## config.mk

```make
export PLATFORM = sky130hd
export DESIGN_NAME = top_k_and_recent_list_unit
export DESIGN_NICKNAME = d
export VERILOG_FILES = /design/src/hw/rtl/tkrl_pkg.sv /design/src/hw/rtl/tkrl_ctrl.sv /design/src/hw/rtl/tkrl_dp.sv /design/src/hw/rtl/top_k_and_recent_list_unit.sv
export SDC_FILE = /design/constraint.sdc
export NUM_CORES = 2
export LEC_CHECK = 0
export BUFFER_PORTS_ARGS = -buffer_cell sky130_fd_sc_hd__buf_2
export CAP_MARGIN = 20
export CORE_AREA = 2 2 444 446
export DETAILED_ROUTE_END_ITERATION = 8
export DIE_AREA = 0 0 446 448
export HOLD_SLACK_MARGIN = 0.06
export PLACE_DENSITY = 0.71
export SKIP_LAST_GASP = 1
export SLEW_MARGIN = 20
export SYNTH_ARGS = -nofsm -noshare
export SYNTH_HDL_FRONTEND = slang
export SYNTH_HIERARCHICAL = 1
export SYNTH_SLANG_ARGS = --single-unit
```

## constraint.sdc

```tcl
create_clock -name i_clk -period 51.5 [get_ports i_clk]
set_clock_uncertainty 0.15 [all_clocks]
set_input_delay 10.3 -clock i_clk [delete_from_list [all_inputs] [get_ports i_clk]]
set_output_delay 10.3 -clock i_clk [all_outputs]
set_load 0.005 [all_outputs]
```

## src/hw/rtl/tkrl_pkg.sv

```systemverilog
// tkrl_pkg: request/response types, action codes and defaults for the
// top-k and recent list unit. No dependencies.
`timescale 1ns / 1ps

package tkrl_pkg;

    // default sizing
    localparam int CAPACITY_DEF   = 16;
    localparam int SCORE_BITS_DEF = 32;

    // limit register reset value
    localparam logic [4:0] MAX_ENTRIES_RST = 5'd16;

    // action codes
    localparam logic [1:0] ACT_ADD         = 2'd0;
    localparam logic [1:0] ACT_READ_RANKED = 2'd1;
    localparam logic [1:0] ACT_READ_RECENT = 2'd2;

    // request payload
    typedef struct packed {
        logic [1:0]         action;
        logic signed [31:0] score_value;
        logic [31:0]        entry_tag;
        logic [3:0]         read_index;
    } t_req;

    // response payload
    typedef struct packed {
        logic signed [31:0] out_score;
        logic [31:0]        out_tag;
        logic               out_valid;
        logic [4:0]         ranked_count;
        logic [4:0]         recent_count;
    } t_rsp;

    // controller to datapath commands
    typedef struct packed {
        logic load;
        logic run;
    } t_dp_cmd;

endpackage

```

## src/hw/rtl/tkrl_ctrl.sv

```systemverilog
// tkrl_ctrl: request sequencer for the list unit (accept, execute, respond).
// Depends on tkrl_pkg.
`timescale 1ns / 1ps

module tkrl_ctrl (
    input  logic              i_clk,
    input  logic              i_rst_n,
    input  logic              start,
    output logic              busy,
    output logic              o_strobe,
    output tkrl_pkg::t_dp_cmd o_cmd
);

    typedef enum logic [1:0] {
        S_IDLE,
        S_EXEC,
        S_DONE
    } t_state;

    t_state r_state;
    logic   r_busy;
    logic   r_strobe;

    // state and registered outputs
    always_ff @(posedge i_clk) begin
        if (!i_rst_n) begin
            r_state  <= S_IDLE;
            r_busy   <= 1'b0;
            r_strobe <= 1'b0;
        end else begin
            unique case (r_state)
                S_IDLE: begin
                    r_strobe <= 1'b0;
                    if (start) begin
                        r_state <= S_EXEC;
                        r_busy  <= 1'b1;
                    end
                end
                S_EXEC: begin
                    r_state  <= S_DONE;
                    r_strobe <= 1'b1;
                end
                S_DONE: begin
                    r_state  <= S_IDLE;
                    r_busy   <= 1'b0;
                    r_strobe <= 1'b0;
                end
                default: begin
                    r_state  <= S_IDLE;
                    r_busy   <= 1'b0;
                    r_strobe <= 1'b0;
                end
            endcase
        end
    end

    // datapath commands
    assign o_cmd.load = (r_state == S_IDLE) && start;
    assign o_cmd.run  = (r_state == S_EXEC);

    assign busy     = r_busy;
    assign o_strobe = r_strobe;

endmodule

```

## src/hw/rtl/tkrl_dp.sv

```systemverilog
// tkrl_dp: entry cell rows for the ranked and recent lists, fill counts,
// limit register and response registers. Depends on tkrl_pkg.
`timescale 1ns / 1ps

module tkrl_dp #(
    parameter int CAPACITY   = tkrl_pkg::CAPACITY_DEF,
    parameter int SCORE_BITS = tkrl_pkg::SCORE_BITS_DEF
) (
    input  logic              i_clk,
    input  logic              i_rst_n,
    input  tkrl_pkg::t_dp_cmd i_cmd,
    input  tkrl_pkg::t_req    i_req,
    input  logic              i_cfg_we,
    input  logic [4:0]        i_cfg_wdata,
    output tkrl_pkg::t_rsp    o_rsp
);

    localparam int CW = $clog2(CAPACITY + 1);
    localparam int AW = (CW > 5) ? CW : 5;
    localparam int IW = (CAPACITY > 1) ? $clog2(CAPACITY) : 1;

    tkrl_pkg::t_req               r_req;
    logic signed [SCORE_BITS-1:0] r_rk_score [CAPACITY];
    logic [31:0]                  r_rk_tag   [CAPACITY];
    logic signed [SCORE_BITS-1:0] r_rc_score [CAPACITY];
    logic [31:0]                  r_rc_tag   [CAPACITY];
    logic [CW-1:0]                r_rk_fill;
    logic [CW-1:0]                r_rc_fill;
    logic [4:0]                   r_max;
    logic signed [31:0]           r_out_score;
    logic [31:0]                  r_out_tag;
    logic                         r_out_valid;

    logic signed [SCORE_BITS-1:0] n_rk_score [CAPACITY];
    logic [31:0]                  n_rk_tag   [CAPACITY];
    logic signed [SCORE_BITS-1:0] n_rc_score [CAPACITY];
    logic [31:0]                  n_rc_tag   [CAPACITY];
    logic [CW-1:0]                n_rk_fill;
    logic [CW-1:0]                n_rc_fill;
    logic signed [31:0]           n_out_score;
    logic [31:0]                  n_out_tag;
    logic                         n_out_valid;

    logic signed [SCORE_BITS-1:0] new_score;
    logic [CAPACITY-1:0]          keep;
    logic [AW-1:0]                lim;
    logic [AW-1:0]                rk_inc;
    logic [AW-1:0]                rc_inc;
    logic [AW-1:0]                rd_idx;
    logic [IW-1:0]                rd_sel;
    logic                         rk_hit;
    logic                         rc_hit;

    // score wrap, limit and next counts
    always_comb begin
        new_score = SCORE_BITS'(r_req.score_value);
        lim       = (AW'(r_max) < AW'(CAPACITY)) ? AW'(r_max) : AW'(CAPACITY);
        rk_inc    = AW'(r_rk_fill) + AW'(1);
        rc_inc    = AW'(r_rc_fill) + AW'(1);
        n_rk_fill = CW'((rk_inc < lim) ? rk_inc : lim);
        n_rc_fill = CW'((rc_inc < lim) ? rc_inc : lim);
    end

    // ranked row: a cell keeps its entry if it is held and scores at least the new one
    always_comb begin
        for (int i = 0; i < CAPACITY; i++) begin
            keep[i] = (CW'(i) < r_rk_fill) && (r_rk_score[i] >= new_score);
        end
        for (int i = 0; i < CAPACITY; i++) begin
            if (keep[i]) begin
                n_rk_score[i] = r_rk_score[i];
                n_rk_tag[i]   = r_rk_tag[i];
            end else if (i == 0) begin
                n_rk_score[i] = new_score;
                n_rk_tag[i]   = r_req.entry_tag;
            end else if (keep[(i == 0) ? 0 : i - 1]) begin
                n_rk_score[i] = new_score;
                n_rk_tag[i]   = r_req.entry_tag;
            end else begin
                n_rk_score[i] = r_rk_score[(i == 0) ? 0 : i - 1];
                n_rk_tag[i]   = r_rk_tag[(i == 0) ? 0 : i - 1];
            end
        end
    end

    // recent row: shift everything back, new entry at the front
    always_comb begin
        for (int i = 0; i < CAPACITY; i++) begin
            if (i == 0) begin
                n_rc_score[i] = new_score;
                n_rc_tag[i]   = r_req.entry_tag;
            end else begin
                n_rc_score[i] = r_rc_score[(i == 0) ? 0 : i - 1];
                n_rc_tag[i]   = r_rc_tag[(i == 0) ? 0 : i - 1];
            end
        end
    end

    // indexed read of either list
    always_comb begin
        rd_idx      = AW'(r_req.read_index);
        rd_sel      = rd_idx[IW-1:0];
        rk_hit      = (rd_idx < AW'(r_rk_fill)) && (rd_idx < AW'(CAPACITY));
        rc_hit      = (rd_idx < AW'(r_rc_fill)) && (rd_idx < AW'(CAPACITY));
        n_out_score = '0;
        n_out_tag   = '0;
        n_out_valid = 1'b0;
        unique case (r_req.action)
            tkrl_pkg::ACT_READ_RANKED: begin
                if (rk_hit) begin
                    n_out_score = 32'(r_rk_score[rd_sel]);
                    n_out_tag   = r_rk_tag[rd_sel];
                    n_out_valid = 1'b1;
                end
            end
            tkrl_pkg::ACT_READ_RECENT: begin
                if (rc_hit) begin
                    n_out_score = 32'(r_rc_score[rd_sel]);
                    n_out_tag   = r_rc_tag[rd_sel];
                    n_out_valid = 1'b1;
                end
            end
            default: begin
                n_out_valid = 1'b0;
            end
        endcase
    end

    // control state: counts and limit
    always_ff @(posedge i_clk) begin
        if (!i_rst_n) begin
            r_rk_fill <= '0;
            r_rc_fill <= '0;
            r_max     <= tkrl_pkg::MAX_ENTRIES_RST;
        end else begin
            if (i_cfg_we) begin
                r_max <= i_cfg_wdata;
            end
            if (i_cmd.run && (r_req.action == tkrl_pkg::ACT_ADD)) begin
                r_rk_fill <= n_rk_fill;
                r_rc_fill <= n_rc_fill;
            end
        end
    end

    // payload: captured request, entry cells, response
    always_ff @(posedge i_clk) begin
        if (i_cmd.load) begin
            r_req <= i_req;
        end
        if (i_cmd.run) begin
            r_out_score <= n_out_score;
            r_out_tag   <= n_out_tag;
            r_out_valid <= n_out_valid;
            if (r_req.action == tkrl_pkg::ACT_ADD) begin
                for (int i = 0; i < CAPACITY; i++) begin
                    r_rk_score[i] <= n_rk_score[i];
                    r_rk_tag[i]   <= n_rk_tag[i];
                    r_rc_score[i] <= n_rc_score[i];
                    r_rc_tag[i]   <= n_rc_tag[i];
                end
            end
        end
    end

    assign o_rsp.out_score    = r_out_score;
    assign o_rsp.out_tag      = r_out_tag;
    assign o_rsp.out_valid    = r_out_valid;
    assign o_rsp.ranked_count = 5'(r_rk_fill);
    assign o_rsp.recent_count = 5'(r_rc_fill);

endmodule

```

## src/hw/rtl/top_k_and_recent_list_unit.sv

```systemverilog
// top_k_and_recent_list_unit: top level of the ranked and recent list unit.
// Depends on tkrl_pkg, tkrl_ctrl and tkrl_dp.
`timescale 1ns / 1ps

//  channel    signals                        direction  handshake
//  request    start, busy, i_req             in         start && !busy
//  response   o_strobe, o_rsp                out        o_strobe, one cycle
//  config     i_cfg_we, i_cfg_wdata          in         i_cfg_we
//
//  each request is handled in order: accept, a pass through the
//  compare-and-shift cell rows (or the indexed read), then the strobe;
//  busy drops after the strobe, so no new request is accepted until the
//  last is answered. reset clears both counts and sets the limit to 16;
//  the entry cells are not cleared. the receiver cannot stall the response.

module top_k_and_recent_list_unit #(
    parameter int CAPACITY   = tkrl_pkg::CAPACITY_DEF,
    parameter int SCORE_BITS = tkrl_pkg::SCORE_BITS_DEF
) (
    input  logic           i_clk,
    input  logic           i_rst_n,
    input  logic           start,
    output logic           busy,
    input  tkrl_pkg::t_req i_req,
    output logic           o_strobe,
    output tkrl_pkg::t_rsp o_rsp,
    input  logic           i_cfg_we,
    input  logic [4:0]     i_cfg_wdata
);

    tkrl_pkg::t_dp_cmd cmd;

    // sequencer
    tkrl_ctrl u_ctrl (
        .i_clk    (i_clk),
        .i_rst_n  (i_rst_n),
        .start    (start),
        .busy     (busy),
        .o_strobe (o_strobe),
        .o_cmd    (cmd)
    );

    // list datapath
    tkrl_dp #(
        .CAPACITY   (CAPACITY),
        .SCORE_BITS (SCORE_BITS)
    ) u_dp (
        .i_clk       (i_clk),
        .i_rst_n     (i_rst_n),
        .i_cmd       (cmd),
        .i_req       (i_req),
        .i_cfg_we    (i_cfg_we),
        .i_cfg_wdata (i_cfg_wdata),
        .o_rsp       (o_rsp)
    );

`ifndef SYNTHESIS
    // a response only comes while a request is in flight
    a_strobe_busy: assert property (@(posedge i_clk) disable iff (!i_rst_n)
        o_strobe |-> busy)
        else $error("response strobe without a request in flight");

    // an accepted request holds off the next one
    a_accept_busy: assert property (@(posedge i_clk) disable iff (!i_rst_n)
        (start && !busy) |=> busy)
        else $error("busy not raised after accept");

    // every accepted request gets its response strobe after the execute state
    a_accept_rsp: assert property (@(posedge i_clk) disable iff (!i_rst_n)
        (start && !busy) |-> ##2 o_strobe)
        else $error("response missing after accepted request");
`endif

endmodule
```

-- Word level (Yosys, flattened, before mapping)
Memories as Yosys holds them, arrays and structs flattened. A register that Yosys moved wholly into a read port is not among the register bits.
Cells that the tools add are included.
- memories kept: 4
- bits of input ports: 79
- register bits: 154
- memory bits (read-only): 0
- bits in latches: 0
- output and inout bits: 77
- bits in writable memories: 2048
- logic and storage cells: 170
- memory list (memory ; words ; width ; rd ports ; clocked after memory_dff ; wr ports ; RTL line ; RTL):
    u_dp.r_rc_score ; 16 ; 32 ; 16 ; 1 ; 16 ; tkrl_dp.sv:25 ; logic signed [SCORE_BITS-1:0] r_rc_score [CAPACITY];
    u_dp.r_rc_tag ; 16 ; 32 ; 16 ; 1 ; 16 ; tkrl_dp.sv:26 ; logic [31:0] r_rc_tag [CAPACITY];
    u_dp.r_rk_score ; 16 ; 32 ; 17 ; 1 ; 16 ; tkrl_dp.sv:23 ; logic signed [SCORE_BITS-1:0] r_rk_score [CAPACITY];
    u_dp.r_rk_tag ; 16 ; 32 ; 16 ; 1 ; 16 ; tkrl_dp.sv:24 ; logic [31:0] r_rk_tag [CAPACITY];
- shift operators: 0
- equal/unequal tests: 5
- order comparisons: 37
- div/mod/pow operators: 0
- reductions and logical operators: 22
- muxes and demuxes: 86
- multiply operators: 0
- add/sub/neg operators: 2
- bitwise logic cells: 1
- operator list (cell ; number):
    32-bit two-way mux ; 66
    32-bit greater-or-equal comparator ; 16
    32-bit one-hot mux with 2 select lines ; 2
    4-bit by 5-bit < comparator with 1-bit output, first input constant ; 8
    3-bit by 5-bit < comparator with 1-bit output, first input constant ; 4
    1-bit logical AND ; 18
    4-bit two-way mux ; 4
    5-bit two-way mux ; 3
    5-bit by 1-bit adder with 5-bit output, second input constant ; 2
    1-bit by 5-bit < comparator with 1-bit output, first input constant ; 2
    2-bit by 5-bit < comparator with 1-bit output, first input constant ; 2
    4-bit by 5-bit < comparator with 1-bit output ; 2
    5-bit < comparator ; 2
    1-bit two-way mux ; 7
    5-bit < comparator, second input constant ; 1
    2-bit by 1-bit equality test with 1-bit output, second input constant ; 2
    2-bit zero test ; 2
    1-bit one-hot mux with 2 select lines ; 2
    2-bit one-hot mux with 2 select lines ; 1
    2-bit AND reduction ; 2
    2-bit equality test, second input constant ; 1
    2-bit two-way mux ; 1
    2-bit != test, second input constant ; 1
    1-bit != test, second input constant ; 1
    1-bit inverter ; 1

-- Depth between registers and ports, before layout
- word-level depth: 5
- gate-level depth with buffers: 12
- mapped depth without buffers: 9

-- By module
The synthesis kept the hierarchy.
- by module, submodules not included (module ; cells each ; area each (um^2) ; times used ; seq. area each (um^2)):
    tkrl_dp ; 5983 ; 106474.6 ; 1 ; 65933.2
    tkrl_ctrl ; 14 ; 142.6 ; 1 ; 80.1

-- Worst setup path before layout
No wires, ideal clock.
- path kind: reg-to-reg
- start point: reg u_ctrl.r_state[0]
- end point: mem u_dp/r_rk_score[0][0] (netlist bit) (enable)
- data required time: 50.921 ns
- arrival: 35.204 ns
- path buffers: 1
- stages on the path, launching flop included: 7
- path slack: 15.717 ns
- period minus slack after synthesis: 35.783 ns
- library setup time: 0.429 ns
- cell sequence: dfxtp_1 > inv_1 > nor2_1 > nand2_1 > inv_1 > clkbuf_1 > and2_1
- RTL lines (item ; RTL line ; RTL):
    from (decl) ; tkrl_ctrl.sv:20 ; t_state r_state;
    from (signal assigned) ; tkrl_ctrl.sv:27 ; r_state <= S_IDLE;
    from (signal assigned) ; tkrl_ctrl.sv:35 ; r_state <= S_EXEC;
    from (signal assigned) ; tkrl_ctrl.sv:40 ; r_state <= S_DONE;
    to (decl) ; tkrl_dp.sv:23 ;

-- Worst setup path after layout
- start point: reg u_dp.r_rk_fill[2]
- end point: out o_rsp[7] (netlist bit)
- RTL lines (item ; RTL line ; RTL):
    from (decl) ; tkrl_dp.sv:27 ; logic [CW-1:0] r_rk_fill;
    from (signal assigned) ; tkrl_dp.sv:140 ; r_rk_fill <= n_rk_fill;
    to (decl) ; top_k_and_recent_list_unit.sv:26 ; output tkrl_pkg::t_rsp o_rsp,
No word-level cell between the ends.

==> flow_metrics.env <==
export IMPL_drt_total_wl_um=288000
export IMPL_worstSetupStartpoint="u_dp/r_rk_fill[2]"
export IMPL_antenna_found_initial=13
export IMPL_max_cap_violations=0
export IMPL_endpoint="o_rsp[7]"
export IMPL_p_switching_uw=964
export IMPL_crit_buf_inv=1
export IMPL_crit_cells=1
export IMPL_synth_edff_count=2183
export IMPL_cts_sinks=2206
export IMPL_netlist_area_um2=107000
export IMPL_drt_iter0_drc=8001
export IMPL_syn2layout_area_growth_pct=10.7
export IMPL_core_um2=195000
export IMPL_path_max_fanout=11
export IMPL_cp_start_kind="flip-flop"
export IMPL_place_congestion=0.922
export IMPL_setup_tns_ns=0
export IMPL_synth_common_cells="2183 x edfxtp_1, 819 x mux2_2, 640 x mux4_2"
export IMPL_via_per_inst=6.82
export IMPL_io_buffers=155
export IMPL_ir_worst_vdd_mv=0.0401
export IMPL_drive_gt1_share_pct=33.5
export IMPL_setup_viol=0
export IMPL_dr_pass1_iters=5
export IMPL_fin_crit_sh_pct=23.5
export IMPL_worstMarginPinSlew_ns=1.27
export IMPL_synth_area_leaders="edfxtp_1 61%, mux4_2 14%, mux2_2 8.7%"
export IMPL_avgRoutedWirePerCell_um=32.3
export IMPL_h_tree_depth=4
export IMPL_leakagePower_nw=40.3
export IMPL_synth_avg_cell_area_um2=17.8
export IMPL_criticalPathCategory="reg2out"
export IMPL_finalMaxSlewViolations=0
export IMPL_cts_setup_buffers=0
export IMPL_n_fill_cell=13800
export IMPL_first_global_vias=60100
export IMPL_cts_root_buf="clkbuf_16"
export IMPL_max_freq_mhz=82.7
export IMPL_synthFlopType="edfxtp_1"
export IMPL_combPwrFrac_pct=9.1
export IMPL_path_delay_family="flip-flops"
export IMPL_yosysWarnings=6
export IMPL_reg2reg_to="u_dp/r_out_tag[24]"
export IMPL_required_ns=41.05
export IMPL_synth_top_area_share_pct=61.5
export IMPL_status="finished clean"
export IMPL_dieArea_um2=200000
export IMPL_synth_seq_area_share_pct=61.9
export IMPL_via_count=60700
export IMPL_pwr_share_clk_pct=41.3
export IMPL_timing_slew_headroom_pct=14.7
export IMPL_hold_class="reg2reg"
export IMPL_dpl_hpwl_um=178000
export IMPL_internal_power_mw=3.14
export IMPL_final_hold_viol_count=0
export IMPL_p_total_mw=4.11
export IMPL_multi_input_area_um2=38500
export IMPL_min_path_cells=0
export IMPL_crit_arrival_ns=1.64
export IMPL_synth_most_common_cell="edfxtp_1"
export IMPL_clockBufferDepth=3
export IMPL_initial_utilization_pct=54.8
export IMPL_switching_share_pct=23.5
export IMPL_post_cts_resized=0
export IMPL_power_density_nw_per_um2=34.8
export IMPL_synth_top_area_cell="edfxtp_1"
export IMPL_grt_total_usage_pct=28.8
export IMPL_rows=162
export IMPL_r2r_slack_ns=44.88
export IMPL_die_h_um=448
export IMPL_grt_max_degree=201
export IMPL_layout_area_seq_um2=66000
export IMPL_io_pins=156
export IMPL_fp_dieW_um=446
export IMPL_cp_cell_sequence="buf_2"
export IMPL_cts_inserted_buffers=231
export IMPL_rsz0062_at_grt="false"
export IMPL_cp_slowest_cell="dfxtp_1"
export IMPL_syn_nets=6607
export IMPL_synth_cell_type_count=72
export IMPL_cp_end_kind="output port"
export IMPL_clk_latency_ns=0.91
export IMPL_final_min_clock_period_ns=12.09
export IMPL_async_flop_share_pct=0
export IMPL_pwr_share_seq_pct=49.6
export IMPL_ctsHoldBuffers=0
export IMPL_clkTransAtPathRegs_ns=0.06
export IMPL_drc_errors=0
export IMPL_globalRoute_totalOverflow=0
export IMPL_synth_seq_cells=2206
export IMPL_grt_pass1_wl_um=419000
export IMPL_route_antenna_remaining_nets=0
export IMPL_max_stage_delay_ns=0.55
export IMPL_nets=6772
export IMPL_reg2regPathDepth=9
export IMPL_cts_tree="done"
export IMPL_syn_inst=5997
==> worst min path at each step <==
| stage | start | to | slack, ns |
|---|---|---|---|
| finish | u_dp/r_rc_tag[7][15] | u_dp/r_rc_tag[8][15] | 0.27 |
| global route | u_dp/r_rc_tag[8][13] | u_dp/r_rc_tag[9][13] | 0.29 |
| CTS | u_dp/r_rc_tag[7][15] | u_dp/r_rc_tag[8][15] | 0.27 |
| detailed placement | u_dp/r_rc_tag[14][2] | u_dp/r_rc_tag[15][2] | 0.28 |
| global placement | u_dp/r_rc_tag[12][4] | u_dp/r_rc_tag[13][4] | 0.27 |
| floorplan | u_dp/r_rc_score[10][0] | u_dp/r_rc_score[11][0] | 0.27 |
==> flip-flops by register name, indices dropped and copies added (netlist names), named ones only <==
name	count
u_ctrl/busy	1
u_ctrl/o_strobe	1
u_ctrl/r_state	2
u_dp/n_rc_tag	32
u_dp/new_score	32
u_dp/r_max	5
u_dp/r_out_score	32
u_dp/r_out_tag	32
u_dp/r_out_valid	1
u_dp/r_rc_fill	5
u_dp/r_rc_score	512
u_dp/r_rc_tag	512
u_dp/r_req	2
u_dp/r_rk_fill	5
u_dp/r_rk_score	512
u_dp/r_rk_tag	512
u_dp/rd_sel	4
==> stage by stage <==
| stage | utilization (%) | setup slack, ns | std cells | hold WS, ns | area (µm²) |
|---|---|---|---|---|---|
| 6_report | 60.6 | 39.41 | 8898 | 0.273 | 118000 |
| 5_1_grt | 60.6 | 39.34 | 8895 | 0.294 | 118000 |
| 4_1_cts | 60.6 | 39.37 | 8893 | 0.268 | 118000 |
| 3_5_place_dp | 56.7 | 39.02 | 8469 | 0.277 | 110000 |
| 3_3_place_gp | 56.7 | 39.08 | 8468 | 0.273 | 110000 |
| 2_1_floorplan | - | 15.72 | 5997 | 0.271 | 107000 |
==> placed cells by master, fill, tap and decap left out, types with 30 or more instances in the layout <==
cell	count
nand2_1	150
buf_2	155
mux4_2	640
nor3_1	38
clkbuf_16	233
mux2_1	119
clkinv_1	48
ha_1	530
clkbuf_1	53
o21ai_0	82
edfxtp_1	2183
and2_1	67
clkinv_2	40
nor2b_1	31
o22ai_1	66
mux2_2	819
a21o_1	55
bufinv_16	30
nor2_1	62
a21oi_1	198
inv_1	204
nand4_1	80
buf_4	121
==> power groups by stage <==
stage	sequential [mW]	clock (mW)	combinational, mW
2_1_floorplan	2.07	0	0.257
3_3_place_gp	2.07	0	0.363
3_5_place_dp	2.07	0	0.370
4_1_cts	2.03	1.73	0.372
5_1_grt	2.04	1.79	0.397
6_report	2.04	1.70	0.373
==> layer usage <==
layer | track usage (%) | up-vias | wire (µm)
met4 | 10.2 | 6 | 10800
met3 | 6.36 | 545 | 28400
met5 | 0 | - | 55
met2 | 43.4 | 3241 | 131000
met1 | 41.7 | 32000 | 117000
li1 | - | 24900 | -
==> cell families after synthesis <==
kind of cell | Yosys count | share of synthesized area [%]
DFF | 2206 | 61.9
muxes | 1587 | 23.5
AOI/OAI and AO/OA | 574 | 3.43
buffers and inverters | 559 | 2.24
and+or+nand+nor | 534 | 2.62
adders and majority gates | 531 | 6.23
xor gates and xnor gates | 6 | 0.0493
==> area by class of cell <==
cell class	instances	area share [%]
antenna	3	0.00636
clock buffer	287	5.12
clock inverter	137	1.34
inverter	206	0.662
multi-input combinational	3232	32.7
sequential	2206	56.0
tap	2542	2.70
timing repair buffer	285	1.56
(Power assumes the default switching activity.)
